--- config.mk ---
export PLATFORM = sky130hd
export DESIGN_NAME = pi_d_controller_tustin_top
export DESIGN_NICKNAME = d
export VERILOG_FILES = /design/src/rtl/pidt_pkg.sv /design/src/rtl/pi_d_controller_tustin_top.sv
export SDC_FILE = /design/constraint.sdc
export NUM_CORES = 2
export LEC_CHECK = 0
export BUFFER_PORTS_ARGS = -buffer_cell sky130_fd_sc_hd__buf_2
export CORE_ASPECT_RATIO = 0.7
export CORE_MARGIN = 3
export CORE_UTILIZATION = 30
export CTS_BUF_LIST = sky130_fd_sc_hd__clkbuf_4
export DETAILED_ROUTE_END_ITERATION = 12
export PLACE_DENSITY = 0.47
export SYNTH_ARGS = -nofsm -noshare
export SYNTH_HDL_FRONTEND = slang
export SYNTH_SLANG_ARGS = --single-unit
export TNS_END_PERCENT = 30
--- constraint.sdc ---
create_clock -name clk -period 9.9 [get_ports clk]
set_input_delay 0.99 -clock clk [delete_from_list [all_inputs] [get_ports clk]]
set_output_delay 0.99 -clock clk [all_outputs]
set_load 0.005 [all_outputs]
--- src/rtl/pidt_pkg.sv ---
// Types, constants, microprogram and saturating helpers of the PI-D controller.
package pidt_pkg;

	localparam int DATA_WIDTH = 32;
	localparam int FRAC_BITS  = 16;
	// pi/180 as unsigned Q0.32, rounded at bit 32 regardless of the data format.
	localparam int DEG_SHIFT  = 32;
	localparam int DEG_W      = 28;
	localparam int MUL_W      = (DATA_WIDTH > DEG_W) ? DATA_WIDTH : DEG_W;
	localparam int PROD_W     = 2 * MUL_W;
	localparam int ACC_W      = DATA_WIDTH + 2;
	localparam int STEP_W     = 4;
	localparam int CFG_IDX_W  = 3;

	localparam logic signed [MUL_W-1:0] DEG_TO_RAD = MUL_W'(74961321);

	localparam logic signed [DATA_WIDTH-1:0] D_MAX = {1'b0, {(DATA_WIDTH-1){1'b1}}};
	localparam logic signed [DATA_WIDTH-1:0] D_MIN = {1'b1, {(DATA_WIDTH-1){1'b0}}};
	localparam logic signed [ACC_W-1:0] ACC_MAX =
		{{(ACC_W-DATA_WIDTH+1){1'b0}}, {(DATA_WIDTH-1){1'b1}}};
	localparam logic signed [ACC_W-1:0] ACC_MIN =
		{{(ACC_W-DATA_WIDTH+1){1'b1}}, {(DATA_WIDTH-1){1'b0}}};
	localparam logic signed [PROD_W:0] PW_MAX =
		{{(PROD_W-DATA_WIDTH+2){1'b0}}, {(DATA_WIDTH-1){1'b1}}};
	localparam logic signed [PROD_W:0] PW_MIN =
		{{(PROD_W-DATA_WIDTH+2){1'b1}}, {(DATA_WIDTH-1){1'b0}}};
	localparam logic signed [PROD_W:0] RND_FRAC =
		{{(PROD_W+1-FRAC_BITS){1'b0}}, 1'b1, {(FRAC_BITS-1){1'b0}}};
	localparam logic signed [PROD_W:0] RND_DEG =
		{{(PROD_W+1-DEG_SHIFT){1'b0}}, 1'b1, {(DEG_SHIFT-1){1'b0}}};

	typedef enum logic [CFG_IDX_W-1:0] {
		REG_GAIN_P,
		REG_GAIN_I,
		REG_GAIN_D,
		REG_INTEGRAL_STEP,
		REG_DERIV_INPUT_COEF,
		REG_DERIV_FEEDBACK_COEF,
		REG_ANGLE_MODE,
		REG_WINDUP_MODE
	} cfg_reg_t;

	typedef enum logic [3:0] {
		ALU_NOP,
		ALU_DIFF,
		ALU_E_RND,
		ALU_ESUM,
		ALU_ACC_P,
		ALU_INTEG,
		ALU_DTMP,
		ALU_DERIV,
		ALU_ACC_I,
		ALU_FINISH
	} alu_op_t;

	typedef enum logic [2:0] {
		MUL_NONE,
		MUL_E_DEG,
		MUL_GP_E,
		MUL_IS_ESUM,
		MUL_DCIN_DM,
		MUL_DFB_D,
		MUL_GI_I,
		MUL_GD_D
	} mul_sel_t;

	typedef struct packed {
		alu_op_t             alu;
		mul_sel_t            mul;
		logic                rnd_en;
		logic                rnd_wide;
		logic                br_nangle;
		logic [STEP_W-1:0]   target;
		logic                last;
	} uword_t;

	localparam logic [STEP_W-1:0] ST_DIFF    = STEP_W'(0);
	localparam logic [STEP_W-1:0] ST_ANGLE   = STEP_W'(1);
	localparam logic [STEP_W-1:0] ST_ANG_RND = STEP_W'(2);
	localparam logic [STEP_W-1:0] ST_ANG_E   = STEP_W'(3);
	localparam logic [STEP_W-1:0] ST_ESUM    = STEP_W'(4);
	localparam logic [STEP_W-1:0] ST_MUL_IS  = STEP_W'(5);
	localparam logic [STEP_W-1:0] ST_ACC_P   = STEP_W'(6);
	localparam logic [STEP_W-1:0] ST_INTEG   = STEP_W'(7);
	localparam logic [STEP_W-1:0] ST_DTMP    = STEP_W'(8);
	localparam logic [STEP_W-1:0] ST_DERIV   = STEP_W'(9);
	localparam logic [STEP_W-1:0] ST_ACC_I   = STEP_W'(10);
	localparam logic [STEP_W-1:0] ST_RND_D   = STEP_W'(11);
	localparam logic [STEP_W-1:0] ST_FINISH  = STEP_W'(12);

	// The rounding unit always works on the product started one step earlier.
	function automatic uword_t ucode(input logic [STEP_W-1:0] step);
		uword_t uw;
		uw = '{alu: ALU_NOP, mul: MUL_NONE, rnd_en: 1'b0, rnd_wide: 1'b0,
			br_nangle: 1'b0, target: ST_DIFF, last: 1'b0};
		unique case (step)
			ST_DIFF:    uw.alu = ALU_DIFF;
			ST_ANGLE: begin
				uw.mul       = MUL_E_DEG;
				uw.br_nangle = 1'b1;
				uw.target    = ST_ESUM;
			end
			ST_ANG_RND: begin
				uw.rnd_en   = 1'b1;
				uw.rnd_wide = 1'b1;
			end
			ST_ANG_E:   uw.alu = ALU_E_RND;
			ST_ESUM: begin
				uw.alu = ALU_ESUM;
				uw.mul = MUL_GP_E;
			end
			ST_MUL_IS: begin
				uw.mul    = MUL_IS_ESUM;
				uw.rnd_en = 1'b1;
			end
			ST_ACC_P: begin
				uw.alu    = ALU_ACC_P;
				uw.mul    = MUL_DCIN_DM;
				uw.rnd_en = 1'b1;
			end
			ST_INTEG: begin
				uw.alu    = ALU_INTEG;
				uw.mul    = MUL_DFB_D;
				uw.rnd_en = 1'b1;
			end
			ST_DTMP: begin
				uw.alu    = ALU_DTMP;
				uw.mul    = MUL_GI_I;
				uw.rnd_en = 1'b1;
			end
			ST_DERIV: begin
				uw.alu    = ALU_DERIV;
				uw.rnd_en = 1'b1;
			end
			ST_ACC_I: begin
				uw.alu = ALU_ACC_I;
				uw.mul = MUL_GD_D;
			end
			ST_RND_D:   uw.rnd_en = 1'b1;
			ST_FINISH: begin
				uw.alu  = ALU_FINISH;
				uw.last = 1'b1;
			end
			default:    uw.last = 1'b1;
		endcase
		return uw;
	endfunction

	function automatic logic signed [DATA_WIDTH-1:0] sat_acc(
		input logic signed [ACC_W-1:0] v
	);
		if (v > ACC_MAX) begin
			return D_MAX;
		end else if (v < ACC_MIN) begin
			return D_MIN;
		end
		return v[DATA_WIDTH-1:0];
	endfunction

	function automatic logic signed [DATA_WIDTH-1:0] add_sat(
		input logic signed [DATA_WIDTH-1:0] a,
		input logic signed [DATA_WIDTH-1:0] b
	);
		return sat_acc(ACC_W'(a) + ACC_W'(b));
	endfunction

	function automatic logic signed [DATA_WIDTH-1:0] sub_sat(
		input logic signed [DATA_WIDTH-1:0] a,
		input logic signed [DATA_WIDTH-1:0] b
	);
		return sat_acc(ACC_W'(a) - ACC_W'(b));
	endfunction

	// Round half up at the chosen bit, shift arithmetically, then saturate.
	function automatic logic signed [DATA_WIDTH-1:0] rnd_sat(
		input logic signed [PROD_W-1:0] p,
		input logic                     wide
	);
		logic signed [PROD_W:0] s;
		logic signed [PROD_W:0] sh;
		s  = $signed({p[PROD_W-1], p}) + (wide ? RND_DEG : RND_FRAC);
		sh = wide ? (s >>> DEG_SHIFT) : (s >>> FRAC_BITS);
		if (sh > PW_MAX) begin
			return D_MAX;
		end else if (sh < PW_MIN) begin
			return D_MIN;
		end
		return sh[DATA_WIDTH-1:0];
	endfunction

endpackage

--- src/rtl/pi_d_controller_tustin_top.sv ---
// PI-D controller with Tustin integral and filtered derivative, microcoded datapath.
//
// Channel  Handshake               Payload
// in       in_valid / in_ready     setpoint, measured_now, measured_before
// out      out_valid / out_ready   control_action
// cfg      cfg_valid / cfg_ready   cfg_index, cfg_data
//
// One beat of samples runs a 13-step program (11 steps with angle scaling off) on one
// shared 32x32 multiplier and its rounding stage; the input side stays busy until the
// program has finished, so a new beat is not taken while one is being worked on.
// The result sits in an output register, so a new beat is accepted while it waits.
// The last step stalls only while the previous result has not been taken by the consumer.
// Reset clears gains, coefficients and controller state; angle mode resets to on.
module pi_d_controller_tustin_top
	import pidt_pkg::*;
(
	input  logic                         clk,
	input  logic                         arst_n,
	input  logic                         in_valid,
	output logic                         in_ready,
	input  logic signed [DATA_WIDTH-1:0] setpoint,
	input  logic signed [DATA_WIDTH-1:0] measured_now,
	input  logic signed [DATA_WIDTH-1:0] measured_before,
	output logic                         out_valid,
	input  logic                         out_ready,
	output logic signed [DATA_WIDTH-1:0] control_action,
	input  logic                         cfg_valid,
	output logic                         cfg_ready,
	input  logic [CFG_IDX_W-1:0]         cfg_index,
	input  logic [DATA_WIDTH-1:0]        cfg_data
);

	logic signed [DATA_WIDTH-1:0] gp_q, gi_q, gd_q, dcin_q, dfb_q;
	logic [DATA_WIDTH-2:0]        istep_q;
	logic                         angle_q, windup_q;
	logic signed [DATA_WIDTH-1:0] last_e_q, integ_q, deriv_q;

	logic                         busy_q;
	logic [STEP_W-1:0]            step_q;
	logic                         out_valid_q;

	logic signed [DATA_WIDTH-1:0] sp_q, mn_q, mb_q;
	logic signed [DATA_WIDTH-1:0] e_q, dm_q, esum_q, t_q, dtmp_q, out_q;
	logic signed [PROD_W-1:0]     prod_q;
	logic signed [ACC_W-1:0]      acc_q;

	uword_t                       uw;
	logic                         run;
	logic                         accept;
	logic                         hold_i;
	logic signed [MUL_W-1:0]      mul_a, mul_b;

	assign uw     = ucode(step_q);
	// The final step waits while the previous result has not been taken.
	assign run    = busy_q && !(uw.alu == ALU_FINISH && out_valid_q && !out_ready);
	assign accept = in_valid && !busy_q;

	assign in_ready       = !busy_q;
	assign cfg_ready      = 1'b1;
	assign out_valid      = out_valid_q;
	assign control_action = out_q;

	// Anti-windup drops the integral term on a negative error with a positive integral.
	assign hold_i = windup_q && e_q[DATA_WIDTH-1] && !integ_q[DATA_WIDTH-1] && (|integ_q);

	always_comb begin
		mul_a = '0;
		mul_b = '0;
		unique case (uw.mul)
			MUL_E_DEG: begin
				mul_a = MUL_W'(e_q);
				mul_b = DEG_TO_RAD;
			end
			MUL_GP_E: begin
				mul_a = MUL_W'(gp_q);
				mul_b = MUL_W'(e_q);
			end
			MUL_IS_ESUM: begin
				mul_a = MUL_W'($signed({1'b0, istep_q}));
				mul_b = MUL_W'(esum_q);
			end
			MUL_DCIN_DM: begin
				mul_a = MUL_W'(dcin_q);
				mul_b = MUL_W'(dm_q);
			end
			MUL_DFB_D: begin
				mul_a = MUL_W'(dfb_q);
				mul_b = MUL_W'(deriv_q);
			end
			MUL_GI_I: begin
				mul_a = MUL_W'(gi_q);
				mul_b = MUL_W'(integ_q);
			end
			MUL_GD_D: begin
				mul_a = MUL_W'(gd_q);
				mul_b = MUL_W'(deriv_q);
			end
			default: begin
				mul_a = '0;
				mul_b = '0;
			end
		endcase
	end

	always_ff @(posedge clk or negedge arst_n) begin
		if (!arst_n) begin
			gp_q        <= '0;
			gi_q        <= '0;
			gd_q        <= '0;
			istep_q     <= '0;
			dcin_q      <= '0;
			dfb_q       <= '0;
			angle_q     <= 1'b1;
			windup_q    <= 1'b0;
			last_e_q    <= '0;
			integ_q     <= '0;
			deriv_q     <= '0;
			busy_q      <= 1'b0;
			step_q      <= ST_DIFF;
			out_valid_q <= 1'b0;
		end else begin
			if (cfg_valid) begin
				unique case (cfg_index)
					REG_GAIN_P:              gp_q     <= $signed(cfg_data);
					REG_GAIN_I:              gi_q     <= $signed(cfg_data);
					REG_GAIN_D:              gd_q     <= $signed(cfg_data);
					REG_INTEGRAL_STEP:       istep_q  <= cfg_data[DATA_WIDTH-2:0];
					REG_DERIV_INPUT_COEF:    dcin_q   <= $signed(cfg_data);
					REG_DERIV_FEEDBACK_COEF: dfb_q    <= $signed(cfg_data);
					REG_ANGLE_MODE:          angle_q  <= cfg_data[0];
					REG_WINDUP_MODE:         windup_q <= cfg_data[0];
					default: ;
				endcase
			end

			if (run) begin
				case (uw.alu)
					ALU_ESUM:  last_e_q <= e_q;
					ALU_INTEG: integ_q  <= add_sat(integ_q, t_q);
					ALU_DERIV: deriv_q  <= add_sat(dtmp_q, t_q);
					default: ;
				endcase
			end

			if (run && uw.alu == ALU_FINISH) begin
				out_valid_q <= 1'b1;
			end else if (out_ready) begin
				out_valid_q <= 1'b0;
			end

			if (accept) begin
				busy_q <= 1'b1;
				step_q <= ST_DIFF;
			end else if (run) begin
				if (uw.last) begin
					busy_q <= 1'b0;
				end else if (uw.br_nangle && !angle_q) begin
					step_q <= uw.target;
				end else begin
					step_q <= step_q + 1'b1;
				end
			end
		end
	end

	always_ff @(posedge clk) begin
		if (accept) begin
			sp_q <= setpoint;
			mn_q <= measured_now;
			mb_q <= measured_before;
		end
		if (run) begin
			if (uw.mul != MUL_NONE) begin
				prod_q <= PROD_W'(mul_a) * PROD_W'(mul_b);
			end
			if (uw.rnd_en) begin
				t_q <= rnd_sat(prod_q, uw.rnd_wide);
			end
			case (uw.alu)
				ALU_DIFF: begin
					e_q  <= sub_sat(sp_q, mn_q);
					dm_q <= sub_sat(mn_q, mb_q);
				end
				ALU_E_RND:  e_q    <= t_q;
				ALU_ESUM:   esum_q <= add_sat(e_q, last_e_q);
				ALU_ACC_P:  acc_q  <= ACC_W'(t_q);
				ALU_DTMP:   dtmp_q <= t_q;
				ALU_ACC_I:  acc_q  <= acc_q + (hold_i ? ACC_W'(0) : ACC_W'(t_q));
				ALU_FINISH: out_q  <= sat_acc(acc_q - ACC_W'(t_q));
				default: ;
			endcase
		end
	end

endmodule

Word-level counts from Yosys, hierarchy flattened --
Cells that the tools add are included. Widths: inputs -> output; s select.
Word-level totals: register bits after elaboration 681, output and inout bits 35, word-level logic and storage cells 201
Cells by class: add/subtract/negate cells 9, $mul 1, $lt $le $gt $ge 14, eq/ne operators 36, mux-type cells 70, reduce and logical (&&, ||, !) cells 46
Operators by type and width (count):
- $mux 32 | 22
- $pmux 32 s7 | 1
- $pmux 32 s6 | 1
- $gt 33x32->1 const B | 5
- $lt 33x32->1 const B | 5
- $add 32x32->33 | 3
- $pmux 34 s2 | 1
- $sub 32x32->33 | 2
- $add 64x33->65 | 1
- $mul 32x32->64 | 1
- $pmux 32 s2 | 1
- $gt 49x32->1 const B | 1
- $lt 49x32->1 const B | 1
- $mux 48 | 1
- $reduce_and 2->1 | 20
- $pmux 4 s9 | 1
- $mux 1 | 35
- $add 34x34->34 | 1
- $gt 34x32->1 const B | 1
- $lt 34x32->1 const B | 1
- $mux 34 | 1
- $sub 34x32->34 | 1
- $eq 4x3->1 const B | 8
- $reduce_or 32->1 | 1
- 20 further kinds | 60

Longest topological paths before layout --
depth after elaboration 11, depth in mapped cells 39, depth with buffers taken out 34

Least setup slack after synthesis --
OpenSTA, ideal clock, no wires.
path type flip-flop to flip-flop, start point reg step_q[1], end point reg prod_q[63], data pin, arrival 9.898 ns, data required time 9.640 ns, path slack -0.258 ns, stages on the path, launching flop included 36, cell sequence dfrtp_1 -> inv_1 -> ha_1 -> or4b_1 -> buf_2 -> nor2_4 -> clkbuf_1 -> buf_1 -> a222oi_1 -> nand2_1 -> clkbuf_1 -> nand2_1 -> inv_1 -> fa_1 -> fa_1 -> fa_1 -> fa_1 -> inv_1 -> fa_1 -> inv_1 -> fa_1 -> inv_1 -> fa_1 -> inv_1 -> fa_1 -> ha_1 -> clkbuf_1 -> and3_1 -> nand4_1 -> or3_1 -> or3_1 -> a31oi_1 -> nor3_1 -> o31ai_2 -> a21oi_1 -> xnor2_1
Between the ends: longest elaborated chain between the ends 6, elaborated cells between the ends (all ways) 19
RTL lines:
- start: declaration | line pi_d_controller_tustin_top.sv:39 | logic [STEP_W-1:0] step_q;
- start signal: assignment | line pi_d_controller_tustin_top.sv:158 | step_q <= uw.target;
- start signal: assignment | line pi_d_controller_tustin_top.sv:160 | step_q <= step_q + 1'b1;
- $eq 4x4->1, or another cell as far along | line pidt_pkg.sv:96 | unique case (step)
- $pmux 3 s7 (*) | line pidt_pkg.sv:96
- $eq 3x3->1 | line pi_d_controller_tustin_top.sv:69 | unique case (uw.mul)
- $reduce_or 2->1 (no source line)
- $pmux 32 s6 | line pi_d_controller_tustin_top.sv:69
- $mul 32x32->64 (*) | line pi_d_controller_tustin_top.sv:174 | prod_q <= PROD_W'(mul_a) * PROD_W'(mul_b);
- end signal: assignment | line pi_d_controller_tustin_top.sv:174
- end: declaration | line pi_d_controller_tustin_top.sv:44 | logic signed [PROD_W-1:0] prod_q;
Mark *: on every way between the ends. The rest lies on a longest branch, timed or not. A chain may end at the register's enable or synchronous reset.

Worst setup path after layout --
Ends and elaborated chain as after synthesis.

==> flow_summary.json <==
{
  "outcome": "finished, violations left",
  "violations": "setup timing",
  "drc": 0,
  "startpoint": "step_q[1]$_DFFE_PN0P_",
  "cts_root_buffer": "clkbuf_4",
  "synthesis.area_mm2": 0.0750,
  "ys_top_cells_by_count": "inv_1 (1191), fa_1 (1088), nand2_1 (868)",
  "ys.flop_type": "edfxtp_1",
  "ios": 171,
  "crit_path_top_delay_cell": "a222oi_1",
  "finClkSkew_ps": 206,
  "clk_pin_slew_ps": 70,
  "syn_nets": 9373,
  "finalMaxSlewViolations": 0,
  "required_ps": 10670,
  "synth_top_area_share": 0.290,
  "vias": 61800,
  "place_congestion": 0.965,
  "hold_path_class": "primary input to register",
  "rsz0062_at_grt": "yes",
  "nets": 10300,
  "wl_per_cell_um": 25.1,
  "hpwl_um": 255000,
  "initial_core_util": 0.304,
  "finalSetupViolCount": 11,
  "n_fill_cell": 25100,
  "r2r-end": "prod_q[63]$_DFFE_PP_",
  "ys.warnings.count": 0,
  "cts.sinks": 666,
  "syn_to_final_growth_pct": 21.8,
  "core_area_mm2": 0.247,
  "clk-insertion-delay-late_ps": 1160,
  "cp-endpoint": "prod_q[63]$_DFFE_PP_",
  "r2r_start": "step_q[1]$_DFFE_PN0P_",
  "yosysTopAreaCell": "fa_1",
  "setup_tns_ps": -1160,
  "cts_buffers": 180,
  "wl_met1_um": 150000,
  "rrSetupSlack_ps": -190,
  "critPathLaunchType": "register",
  "drt_first_pass_iters": 8,
  "grt_usage": 0.237,
  "tightest_slew_ps": 1200,
  "maxClockFrequency_mhz": 99.1,
  "yosysSeqAreaShare": 0.247,
  "fin_crit_ps": 10090,
  "drtIter0Drc": 6601,
  "period_share": 1.02,
  "grt_max_degree": 160,
  "ys_async_sr_fraction": 0.443,
  "dr_wl_met3_um": 32400,
  "max_slew_margin": 0.199,
  "routed_wl_um": 304000,
  "ant_nets": 0,
  "synthTopCellsByArea": "fa_1 (29%), edfxtp_1 (15%), dfrtp_1 (9.8%)",
  "clockBufferDepth": 4,
  "worstPathMaxFanout": 11,
  "io_buffers": 169,
  "globalRoute.totalOverflow": 0,
  "path_class": "register to register",
  "synth_edf_count": 371,
  "grt_pass1_wl_um": 442000,
  "synth.most_common_cell": "inv_1",
  "grt_pass1_vias": 61400,
  "post-route-util": 0.370,
  "chipWidth_um": 604,
  "wl_met2_um": 116000,
  "cts_tree": "yes",
  "top_layer": "met5",
  "max_stage_delay_ps": 890,
  "layout-drive-gt1-share": 0.203,
  "vias_per_cell": 5.10,
  "syn_avg_cell_area_um2": 9.70,
  "critPathMostFrequentCell": "fa_1",
  "layout_setup_ws_ps": -189,
  "synth.distinct_cells": 101,
  "chipHeight_um": 424,
  "maxCapViolations": 0,
  "critPathArrivalTime_ps": 10860,
  "antenna_found_initial": 53,
  "cp-end-kind": "register",
  "syn_inst": 7737,
  "r2r_cells": 39,
  "yosys_register_bits": 666,
  "hold_viol": 0,
  "cts-htree-levels": 4,
  "dieArea_mm2": 0.256,
  "std_cell_rows": 152
}
layout make-up:
cell class                 instances  area [µm²]  share of cell area
sequential                       666       18500               0.203
antenna                           15        37.5            0.000411
inverter                        1193        4490              0.0491
tap                             3311        4140              0.0454
multi-input combinational       5524       52000               0.569
timing repair buffer            1098        9870               0.108
clock inverter                    52         367             0.00401
clock buffer                     253        1900              0.0208
repair_timing:
item / CTS / global route
endpoints found under the hold margin: 170 / 0
hold buffers: 94 / 0
setup buffers: 45 / 12
cloned: 1 / 1
resized for setup: 117 / 105
pin swaps: 62 / 63
setup endpoints to repair: 36 / 36
registers in the layout (all words and copies together), names as in the netlist, 31 cells and up:
name,cells
last_e_q,32
prod_q,49
sp_q,32
dfb_q,32
dm_q,32
esum_q,32
mb_q,32
istep_q,31
gi_q,32
e_q,32
dtmp_q,32
deriv_q,32
integ_q,32
gd_q,32
control_action,32
gp_q,32
dcin_q,32
t_q,32
acc_q,34
mn_q,32
worst max-delay path: cells and delay by family, from the launching register on:
family	cells	cell delay, ps
buffers and inverters	15	1730
flip-flops	1	440
XOR/XNOR	1	130
AO/OA/AOI/OAI	5	1760
adder cells (fa/ha/maj)	10	4290
AND/OR/NAND/NOR	8	1460
through the flow:
stage	setup slack (ps)	hold WS (ps)	cell area, µm²	cells
final	-189	111	91300	12100
after global routing	-299	8.08	91300	12100
after CTS	-26.3	2.31	90800	12100
after detailed placement	-705	465	86600	11600
after global placement	-740	464	86500	11600
after floorplan	30.6	446	75000	7737
how the worst min path moves through the flow:
stage                             from                      end  slack [ps]  depth (start not counted)
3_5_place_dp   deriv_q[10]$_DFFE_PN0P_  deriv_q[10]$_DFFE_PN0P_         460                          2
2_1_floorplan  deriv_q[13]$_DFFE_PN0P_  deriv_q[13]$_DFFE_PN0P_         450                          2
6_report               measured_now[8]        mn_q[8]$_DFFE_PP_         110                          1
5_1_grt                measured_now[8]        mn_q[8]$_DFFE_PP_           8                          1
3_3_place_gp    deriv_q[2]$_DFFE_PN0P_   deriv_q[2]$_DFFE_PN0P_         460                          2
4_1_cts                measured_now[8]        mn_q[8]$_DFFE_PP_           2                          1
layout by cell type (no fill, tap or decap), types with 226 or more instances in the layout:
| master | netlist | layout |
|---|---|---|
| inv_1 | 1191 | 1179 |
| fa_1 | 1088 | 1048 |
| nand2_1 | 868 | 862 |
| nor2_1 | 697 | 691 |
| buf_4 | 1 | 673 |
| ha_1 | 412 | 395 |
| edfxtp_1 | 371 | 371 |
| a21oi_1 | 353 | 338 |
| dfrtp_1 | 294 | 292 |
| clkbuf_4 | 0 | 253 |
| o21ai_0 | 246 | 241 |
| mux2_2 | 226 | 226 |
logic make-up after synthesis:
family / Yosys count / share of synthesized area
fa+ha+maj: 1535 / 0.364
other cells: 1 / 0.0000500
flops: 666 / 0.247
mux: 234 / 0.0350
buf+inv: 1547 / 0.0780
xor+xnor: 310 / 0.0362
simple gates: 2091 / 0.122
compound gates: 1353 / 0.119
per-layer routing:
layer | track usage | vias to the layer above
met5 | 0 | -
met2 | 0.313 | 2631
met1 | 0.379 | 31500
li1 | - | 27400
met3 | 0.0638 | 326
met4 | 0.0417 | 6
Power is not shown: default switching activity piles up to over one toggle a cycle in this logic, so the estimate is an artifact.
